$ cat config.mk
export PLATFORM = sky130hd
export DESIGN_NAME = midi_note_event_encoder_unit
export DESIGN_NICKNAME = d
export VERILOG_FILES = /design/src/mnee_pkg.sv /design/src/midi_note_event_encoder_unit.sv /design/src/mnee_event_reg.sv /design/src/mnee_byte_seq.sv
export SDC_FILE = /design/constraint.sdc
export NUM_CORES = 1
export LEC_CHECK = 0
export BUFFER_PORTS_ARGS = -buffer_cell sky130_fd_sc_hd__buf_2
export CAP_MARGIN = 20
export CORE_MARGIN = 2
export CORE_UTILIZATION = 25
export CTS_BUF_LIST = sky130_fd_sc_hd__clkbuf_16
export DETAILED_ROUTE_END_ITERATION = 6
export GPL_ROUTABILITY_DRIVEN = 0
export PLACE_DENSITY = 0.54
export SYNTH_ARGS = -nofsm -noshare
export SYNTH_HDL_FRONTEND = slang
export SYNTH_SLANG_ARGS = --single-unit
$ cat constraint.sdc
create_clock -name clk -period 2.65 [get_ports clk]
set_input_delay 0.1325 -clock clk [delete_from_list [all_inputs] [get_ports clk]]
set_output_delay 0.1325 -clock clk [all_outputs]
set_load 0.005 [all_outputs]
$ cat src/mnee_pkg.sv
`timescale 1ns / 1ps

package mnee_pkg;

    // field widths
    localparam int DUR_W   = 32;
    localparam int VLQ_W   = 28;
    localparam int CHAN_W  = 4;
    localparam int DATA7_W = 7;
    localparam int STEP_W  = 4;

    // status nibbles
    localparam logic [3:0] STATUS_NOTE_ON  = 4'h9;
    localparam logic [3:0] STATUS_NOTE_OFF = 4'h8;

    // byte positions within one event
    localparam logic [STEP_W-1:0] STEP_DELTA   = 4'd0;
    localparam logic [STEP_W-1:0] STEP_ON      = 4'd1;
    localparam logic [STEP_W-1:0] STEP_ON_KEY  = 4'd2;
    localparam logic [STEP_W-1:0] STEP_ON_VEL  = 4'd3;
    localparam logic [STEP_W-1:0] STEP_DUR0    = 4'd4;
    localparam logic [STEP_W-1:0] STEP_DUR1    = 4'd5;
    localparam logic [STEP_W-1:0] STEP_DUR2    = 4'd6;
    localparam logic [STEP_W-1:0] STEP_DUR3    = 4'd7;
    localparam logic [STEP_W-1:0] STEP_OFF     = 4'd8;
    localparam logic [STEP_W-1:0] STEP_OFF_KEY = 4'd9;
    localparam logic [STEP_W-1:0] STEP_OFF_VEL = 4'd10;

    // one captured note event, duration already saturated and sized
    typedef struct packed {
        logic [VLQ_W-1:0]   dur;
        logic [1:0]         groups_m1;
        logic [CHAN_W-1:0]  chan;
        logic [DATA7_W-1:0] key;
        logic [DATA7_W-1:0] vel;
    } event_t;

endpackage

$ cat src/midi_note_event_encoder_unit.sv
`timescale 1ns / 1ps
// channel  | direction | handshake             | payload
// input    | in        | in_valid / in_ready   | duration_ticks, channel, note_key, note_velocity
// output   | out       | out_valid / out_ready | out_byte, last_byte
//
// each item yields 8 to 11 bytes (4 + 1..4 duration + 3), one per cycle unless
// out_ready stalls; an item occupies the event register until its last byte is loaded
// the next item is taken in the cycle its predecessor's last byte is loaded
// after acceptance, the first byte passes from the event register into the result register
// reset clears the valid flags and the byte position
// out_ready low holds the result register and, behind it, the event register

module midi_note_event_encoder_unit (
    input  logic                         clk,
    input  logic                         rst_n,
    input  logic                         in_valid,
    output logic                         in_ready,
    input  logic [mnee_pkg::DUR_W-1:0]   duration_ticks,
    input  logic [mnee_pkg::CHAN_W-1:0]  channel,
    input  logic [mnee_pkg::DATA7_W-1:0] note_key,
    input  logic [mnee_pkg::DATA7_W-1:0] note_velocity,
    output logic                         out_valid,
    input  logic                         out_ready,
    output logic [7:0]                   out_byte,
    output logic                         last_byte
);
    import mnee_pkg::*;

    logic   ev_valid;
    logic   ev_pop;
    event_t ev;

    // input register with saturation and group count
    mnee_event_reg u_event_reg (
        .clk            (clk),
        .rst_n          (rst_n),
        .in_valid       (in_valid),
        .in_ready       (in_ready),
        .duration_ticks (duration_ticks),
        .channel        (channel),
        .note_key       (note_key),
        .note_velocity  (note_velocity),
        .ev_pop         (ev_pop),
        .ev_valid       (ev_valid),
        .ev             (ev)
    );

    // byte sequencer and result register
    mnee_byte_seq u_byte_seq (
        .clk       (clk),
        .rst_n     (rst_n),
        .ev_valid  (ev_valid),
        .ev        (ev),
        .ev_pop    (ev_pop),
        .out_valid (out_valid),
        .out_ready (out_ready),
        .out_byte  (out_byte),
        .last_byte (last_byte)
    );

endmodule

$ cat src/mnee_event_reg.sv
`timescale 1ns / 1ps

module mnee_event_reg (
    input  logic                           clk,
    input  logic                           rst_n,
    input  logic                           in_valid,
    output logic                           in_ready,
    input  logic [mnee_pkg::DUR_W-1:0]     duration_ticks,
    input  logic [mnee_pkg::CHAN_W-1:0]    channel,
    input  logic [mnee_pkg::DATA7_W-1:0]   note_key,
    input  logic [mnee_pkg::DATA7_W-1:0]   note_velocity,
    input  logic                           ev_pop,
    output logic                           ev_valid,
    output mnee_pkg::event_t               ev
);
    import mnee_pkg::*;

    logic             valid_reg;
    event_t           ev_reg;
    event_t           ev_next;
    logic [VLQ_W-1:0] sat_dur;

    // accept when empty or when the held event sends its last byte now
    assign in_ready = !valid_reg || ev_pop;
    assign ev_valid = valid_reg;
    assign ev       = ev_reg;

    // saturate duration and count its 7-bit groups
    always_comb
    begin
        sat_dur = (|duration_ticks[DUR_W-1:VLQ_W]) ? {VLQ_W{1'b1}}
                                                   : duration_ticks[VLQ_W-1:0];
        ev_next.dur  = sat_dur;
        ev_next.chan = channel;
        ev_next.key  = note_key;
        ev_next.vel  = note_velocity;
        priority if (|sat_dur[27:21])
        begin
            ev_next.groups_m1 = 2'd3;
        end
        else if (|sat_dur[20:14])
        begin
            ev_next.groups_m1 = 2'd2;
        end
        else if (|sat_dur[13:7])
        begin
            ev_next.groups_m1 = 2'd1;
        end
        else
        begin
            ev_next.groups_m1 = 2'd0;
        end
    end

    // occupancy flag
    always_ff @(posedge clk or negedge rst_n)
    begin
        if (!rst_n)
        begin
            valid_reg <= 1'b0;
        end
        else if (in_ready)
        begin
            valid_reg <= in_valid;
        end
    end

    // event payload
    always_ff @(posedge clk)
    begin
        if (in_valid && in_ready)
        begin
            ev_reg <= ev_next;
        end
    end

endmodule

$ cat src/mnee_byte_seq.sv
`timescale 1ns / 1ps

module mnee_byte_seq (
    input  logic             clk,
    input  logic             rst_n,
    input  logic             ev_valid,
    input  mnee_pkg::event_t ev,
    output logic             ev_pop,
    output logic             out_valid,
    input  logic             out_ready,
    output logic [7:0]       out_byte,
    output logic             last_byte
);
    import mnee_pkg::*;

    logic [STEP_W-1:0] step_reg;
    logic [STEP_W-1:0] step_next;
    logic              out_valid_reg;
    logic [7:0]        byte_reg;
    logic              last_reg;
    logic [7:0]        byte_next;
    logic              load;
    logic [1:0]        grp;
    logic              dur_done;

    assign out_valid = out_valid_reg;
    assign out_byte  = byte_reg;
    assign last_byte = last_reg;

    // output register free or draining this cycle
    assign load   = ev_valid && (!out_valid_reg || out_ready);
    assign ev_pop = load && (step_reg == STEP_OFF_VEL);

    // duration groups go most significant first
    assign grp      = ev.groups_m1 - step_reg[1:0];
    assign dur_done = (step_reg[1:0] == ev.groups_m1);

    // byte for the current position
    always_comb
    begin
        unique case (step_reg)
            STEP_DELTA:   byte_next = 8'h00;
            STEP_ON:      byte_next = {STATUS_NOTE_ON, ev.chan};
            STEP_ON_KEY:  byte_next = {1'b0, ev.key};
            STEP_ON_VEL:  byte_next = {1'b0, ev.vel};
            STEP_DUR0, STEP_DUR1, STEP_DUR2, STEP_DUR3:
                byte_next = {(grp != 2'd0), ev.dur[7*grp +: 7]};
            STEP_OFF:     byte_next = {STATUS_NOTE_OFF, ev.chan};
            STEP_OFF_KEY: byte_next = {1'b0, ev.key};
            STEP_OFF_VEL: byte_next = {1'b0, ev.vel};
            default:      byte_next = 8'h00;
        endcase
    end

    // next position, skipping unused duration slots
    always_comb
    begin
        priority if (step_reg == STEP_OFF_VEL)
        begin
            step_next = STEP_DELTA;
        end
        else if (step_reg >= STEP_DUR0 && step_reg <= STEP_DUR3 && dur_done)
        begin
            step_next = STEP_OFF;
        end
        else
        begin
            step_next = step_reg + 4'd1;
        end
    end

    // control state
    always_ff @(posedge clk or negedge rst_n)
    begin
        if (!rst_n)
        begin
            step_reg      <= STEP_DELTA;
            out_valid_reg <= 1'b0;
        end
        else
        begin
            if (load)
            begin
                step_reg <= step_next;
            end
            if (load)
            begin
                out_valid_reg <= 1'b1;
            end
            else if (out_ready)
            begin
                out_valid_reg <= 1'b0;
            end
        end
    end

    // result register
    always_ff @(posedge clk)
    begin
        if (load)
        begin
            byte_reg <= byte_next;
            last_reg <= (step_reg == STEP_OFF_VEL);
        end
    end

endmodule

=== Yosys cells after proc, flatten, opt, wreduce, memory -nomap -nowiden ===
Cells that the tools add are included.

* Div/mod/pow operators: 0
* Bitwise operators: 0
* $mul: 1
* Multiplexer cells: 8
* Order comparisons: 2
* Shift-type cells: 1
* Add/subtract/negate cells: 2
* Equal/unequal tests: 11
* Reduce and logical (&&, ||, !) cells: 19

{| class="wikitable"
|+ Operators by type and width
! operator !! number
|-
| $pmux W8 S5 || 1
|-
| $mux W28 || 1
|-
| $shiftx A28 B6 Y7 || 1
|-
| $reduce_or A7 Y1 || 3
|-
| $eq A4 B3 Y1 const B || 4
|-
| $reduce_or A14 Y1 || 1
|-
| $eq A4 B4 Y1 const B || 3
|-
| $eq A4 B2 Y1 const B || 2
|-
| $mux W4 || 2
|-
| $reduce_or A4 Y1 || 2
|-
| $logic_and A1 B1 Y1 || 5
|-
| $mul A3 B2 Y5 const A || 1
|-
| $add A4 B1 Y4 const B || 1
|-
| $eq A4 B1 Y1 const B || 1
|-
| $ge A4 B3 Y1 const B || 1
|-
| $le A4 B3 Y1 const B || 1
|-
| $mux W1 || 4
|-
| $reduce_bool A2 Y1 || 2
|-
| $reduce_or A2 Y1 || 2
|-
| $eq A2 B2 Y1 || 1
|-
| $logic_not A1 Y1 || 2
|-
| $logic_or A1 B1 Y1 || 2
|-
| $sub A2 B2 Y2 || 1
|}

* Output and inout port bits: 11
* Word-level logic and storage cells: 56
* Input port bits: 54
* Register bits: 63
* Latch bits: 0
* Memories kept: 0
* Memory bits (writable): 0
* Memory bits (read-only): 0

=== Depth between registers and ports, before layout ===
* Depth in word-level cells: 6
* Mapped depth: 6

=== Cells and area by module ===
From an unflattened synthesis, not the netlist that was laid out.

* Cell total of the unflattened synthesis: 200
* Area, all modules: 2854.0 um^2

{| class="wikitable"
|+ By module, submodules not included
! module !! area an instance (um^2) !! cells each !! times used
|-
| mnee_event_reg || 1789.2 || 95 || 1
|-
| mnee_byte_seq || 1064.8 || 105 || 1
|}

=== Worst setup path before layout ===
No wires, ideal clock.

* Path kind: reg-to-reg
* From: reg u_byte_seq.step_reg[0]
* To: reg u_event_reg.ev_reg, in the netlist u_event_reg.ev[0] (enable)
* Arrival time: 2.413 ns
* Cell stages (with the launch flop): 6
* Slack: -0.173 ns
* Data required time: 2.240 ns
* Period minus slack after synthesis: 2.823 ns
* Path through: dfrtp_1 > inv_1 > ha_1 > nand3_1 > o21ai_0 > and2_1

* Cells in the longest elaborated chain, start to end: 4

{| class="wikitable"
|+ Ends and longest elaborated chain
! item !! RTL line !! source
|-
| start: declaration || mnee_byte_seq.sv:16 || <nowiki>logic [STEP_W-1:0] step_reg;</nowiki>
|-
| start signal: assignment || mnee_byte_seq.sv:84 || <nowiki>step_reg <= step_next;</nowiki>
|-
| $eq A4 B4 Y1 || mnee_byte_seq.sv:32 || <nowiki>assign ev_pop = load && (step_reg == STEP_OFF_VEL);</nowiki>
|-
| $logic_and A1 B1 Y1 || mnee_byte_seq.sv:32 ||
|-
| $logic_or A1 B1 Y1 || mnee_event_reg.sv:24 || <nowiki>assign in_ready = !valid_reg || ev_pop;</nowiki>
|-
| net in_ready || midi_note_event_encoder_unit.sv:17 || <nowiki>output logic in_ready,</nowiki>
|-
| $logic_and A1 B1 Y1 || mnee_event_reg.sv:71 || <nowiki>if (in_valid && in_ready)</nowiki>
|-
| end signal: assignment || mnee_event_reg.sv:73 || <nowiki>ev_reg <= ev_next;</nowiki>
|-
| end: declaration || mnee_event_reg.sv:19 || <nowiki>event_t ev_reg;</nowiki>
|}

The timed path passes the listed nets, and every way through them passes these cells.
A chain may end at the register's enable or synchronous reset.

=== Worst setup path in the final report ===
* From: reg u_byte_seq.step_reg[0]
* To: reg u_event_reg.ev_reg, in the netlist u_event_reg.ev[20] (enable)

* Cells in the longest elaborated chain, start to end: 4

{| class="wikitable"
|+ Ends and longest elaborated chain
! item !! RTL line
|-
| $eq A4 B4 Y1 || mnee_byte_seq.sv:32
|-
| $logic_and A1 B1 Y1 || mnee_byte_seq.sv:32
|-
| $logic_or A1 B1 Y1 || mnee_event_reg.sv:24
|-
| $logic_and A1 B1 Y1 || mnee_event_reg.sv:71
|}

No other way between the ends.

==> impl_results.rst <==
.. list-table::
   :header-rows: 1

   * - Metric
     - Value
   * - Clock network latency to the later pin of the worst-skew pair
     - 0.33 ns
   * - Antenna diode count
     - 0
   * - Cell types occupying the most area after synthesis
     - sky130_fd_sc_hd__edfxtp_1 62%, sky130_fd_sc_hd__mux2i_1 6.2%, sky130_fd_sc_hd__nand2b_1 5.7%
   * - Flip-flop count of the largest register after layout
     - 48
   * - Slew HR
     - 0.659
   * - # H-tree levels
     - 3
   * - Count of fill cells added during filler insertion
     - 1050
   * - Synth top area share
     - 0.619
   * - Critical path endpoint category
     - flop
   * - Number of standard cells after synthesis
     - 192
   * - Post-detailed-route count of antenna-violating nets
     - 0
   * - Fraction of registers with async set or reset after synthesis
     - 0.0952
   * - All-Layer GR Usage
     - 0.108
   * - Worst-case hold slack
     - 0.00555 ns
   * - Worst-path fanout max
     - 20
   * - DRC violation count after routing
     - 0
   * - Max capacitance violation total
     - 0
   * - Classification of the worst setup path
     - flop to flop
   * - Post-route setup TNS
     - 0 ns
   * - Sink count of the clock tree
     - 63
   * - Peak ir drop on the vdd network
     - 304 µV
   * - Highest clock rate
     - 0.440 GHz
   * - Kind of launch point of the worst setup path
     - flop
   * - Die width
     - 109 µm
   * - Worst-case clock skew
     - 0.00540 ns
   * - Final cell count without fillers
     - 429
   * - Arrival time worst endpoint
     - 2.31 ns
   * - Share of layout cells above drive strength 1
     - 0.304
   * - CTS max path bufs
     - 2
   * - Post-Place Setup Slack
     - 0.406 ns
   * - PD cells
     - 876 nW/µm²
   * - Number of DRC markers in iteration 0
     - 78
   * - Library cells used by synthesis
     - 33
   * - Clock transition at the register clock pins on the worst setup and hold paths after CTS
     - 0.06 ns
   * - Wire length of the first global-routing pass
     - 9200 µm
   * - Number of flops mapped to enable cells by yosys
     - 57
   * - Top-level I/O count
     - 65
   * - Tightest Pin Transition
     - 0.511 ns
   * - Final Hold Viols
     - 0
   * - DP Cell Count
     - 394
   * - Dominant cell type by area after synthesis
     - sky130_fd_sc_hd__edfxtp_1
   * - Top_reg_cell synth
     - sky130_fd_sc_hd__edfxtp_1
   * - Final #Nets
     - 343
   * - Total of warnings raised by yosys
     - 0
   * - Wirelength, routed
     - 5970 µm
   * - Worst setup path start
     - u_byte_seq.step_reg[0]$_DFFE_PN0P_
   * - Root Buffer Master
     - sky130_fd_sc_hd__clkbuf_16
   * - Largest net degree at the start of global routing
     - 21
   * - Final slew viol count
     - 0
   * - Minimum period implied by the final worst setup slack
     - 2.27 ns
   * - Port Buf Inserts
     - 64
   * - Data required, critical path
     - 2.68 ns
   * - Vias after detailed routing
     - 1821
   * - Vertical die dimension
     - 109 µm
   * - Initial Utilization
     - 0.256
   * - Seq/Total Area, Yosys
     - 0.674
   * - Number of endpoints failing setup at the final stage
     - 0
   * - Start of the worst register-to-register path
     - u_byte_seq.step_reg[0]$_DFFE_PN0P_
   * - Number of placement rows
     - 38
   * - Gr ovfl total
     - 0
   * - WL per Instance
     - 13.9 µm
   * - Final worst setup slack
     - 0.379 ns
   * - Run status
     - completed
   * - Class of the tightest hold or removal check
     - input port to flop
   * - Synthesized net count
     - 251
   * - Via-per-instance ratio
     - 4.24
   * - Unrepaired setup endpoints after global routing
     - false
   * - DPL Wire Length
     - 4480 µm
   * - Total core area
     - 10800 µm²
   * - TritonCTS buffer count
     - 9
   * - Vias in the first global route
     - 1903
   * - Post-synth top cells
     - 57 x sky130_fd_sc_hd__edfxtp_1, 25 x sky130_fd_sc_hd__nand2b_1, 17 x sky130_fd_sc_hd__mux2i_1
   * - Area growth, synth to finish
     - 37.2%
   * - Syn avg cell area
     - 14.4 µm²
   * - Number of synthesized register bits
     - 63
   * - Buffer count from post-CTS setup fixing
     - 0
   * - Static leakage power
     - 1.38 nW
   * - TritonCTS clock tree
     - built
   * - Final standard cell utilization of the core
     - 0.351
   * - Portion of the clock cycle consumed by the worst path in the final layout
     - 0.857
   * - Die footprint
     - 11900 µm²
   * - Initial antenna violation count
     - 0
   * - Area of the mapped netlist
     - 2760 µm²
   * - Most common cell in the netlist
     - sky130_fd_sc_hd__edfxtp_1
   * - First-pass iteration count of the detailed router
     - 4
   * - Min-Delay Startpoint
     - in_valid
-- metal layers --
layer	share of wire	vias up	global-route usage	wire (µm)
met5	0	-	0	0
met4	0.024	0	0.0586	146
met3	0.054	14	0.0347	325
met2	0.50	50	0.182	2980
met1	0.42	841	0.121	2510
li1	-	916	-	-
-- report_power, final --
group	total, mW	internal (mW)	switching, mW
clock network	1.16	0.736	0.429
registers	1.35	1.24	0.110
logic	0.803	0.373	0.430
total	3.32	2.35	0.969
-- layout by cell type (no fill, tap or decap), types with 3 or more instances in the layout --
cell type                       instances
sky130_fd_sc_hd__mux2i_1               17
sky130_fd_sc_hd__edfxtp_1              57
sky130_fd_sc_hd__or2b_1                 7
sky130_fd_sc_hd__nor3b_1                4
sky130_fd_sc_hd__a22oi_1                3
sky130_fd_sc_hd__a221oi_1               4
sky130_fd_sc_hd__clkbuf_16              9
sky130_fd_sc_hd__inv_1                  7
sky130_fd_sc_hd__nand2_1                9
sky130_fd_sc_hd__buf_4                  3
sky130_fd_sc_hd__or4_1                  4
sky130_fd_sc_hd__o21ai_0                4
sky130_fd_sc_hd__nor4_1                 3
sky130_fd_sc_hd__o221ai_1               7
sky130_fd_sc_hd__nand2b_1              25
sky130_fd_sc_hd__nor2_1                 4
sky130_fd_sc_hd__ha_1                   5
sky130_fd_sc_hd__dfrtp_1                6
sky130_fd_sc_hd__buf_2                 64
sky130_fd_sc_hd__dlygate4sd3_1         19
sky130_fd_sc_hd__a21oi_1                3
-- kinds of logic after synthesis --
group,synth area share
XOR/XNOR,0.00634
adder cells (fa/ha/maj),0.0226
AO/OA/AOI/OAI,0.0693
AND/OR/NAND/NOR,0.147
buffers and inverters,0.0195
multiplexers,0.0616
flip-flops,0.674
-- critical path, stage by stage (launching register included) --
cell,delay (ns)
sky130_fd_sc_hd__dfrtp_1,0.46
sky130_fd_sc_hd__inv_1,0.13
sky130_fd_sc_hd__ha_1,0.28
sky130_fd_sc_hd__nand3_1,0.17
sky130_fd_sc_hd__o21ai_0,0.30
sky130_fd_sc_hd__and2_2,0.42
sky130_fd_sc_hd__buf_12,0.21
-- area by class of cell --
type	instances	area (µm²)	share of cell area
clock buffers	9	225	0.0594
clock inverters	7	80.1	0.0211
inverters	7	26.3	0.00693
multi-input cells	115	850	0.224
flip-flops and latches	63	1860	0.491
well taps	140	175	0.0462
repair buffers	88	573	0.151
-- path summary, 6_finish.rpt --
path | to | slack (ns) | cells past startpoint
min in group asynchronous | u_byte_seq.out_valid$_DFFE_PN0P_ | 0.16 | 2
worst max register to register | u_event_reg.ev[20]$_SDFFCE_PP1P_ | 0.38 | 6
worst max-delay path | u_event_reg.ev[20]$_SDFFCE_PP1P_ | 0.38 | 6
worst min register to register | u_byte_seq.out_valid$_DFFE_PN0P_ | 0.50 | 1
max in group asynchronous | u_byte_seq.step_reg[1]$_DFFE_PN0P_ | 2.34 | 2
worst min-delay path | u_event_reg.ev_valid$_DFFE_PN0N_ | 0.006 | 2
-- stage by stage --
step	total power, mW	instance area [µm²]
finish	3.32	3790
global route	3.50	3790
CTS	3.37	3790
detailed placement	2.16	3300
global placement	2.16	3300
floorplan	1.88	2770
-- what timing repair did --
item / CTS / global route
hold endpoints to repair: 24 / 0
hold buffers: 19 / 0
resized for setup: 0 / 0
Note: power is estimated with default switching activity, not from simulation.
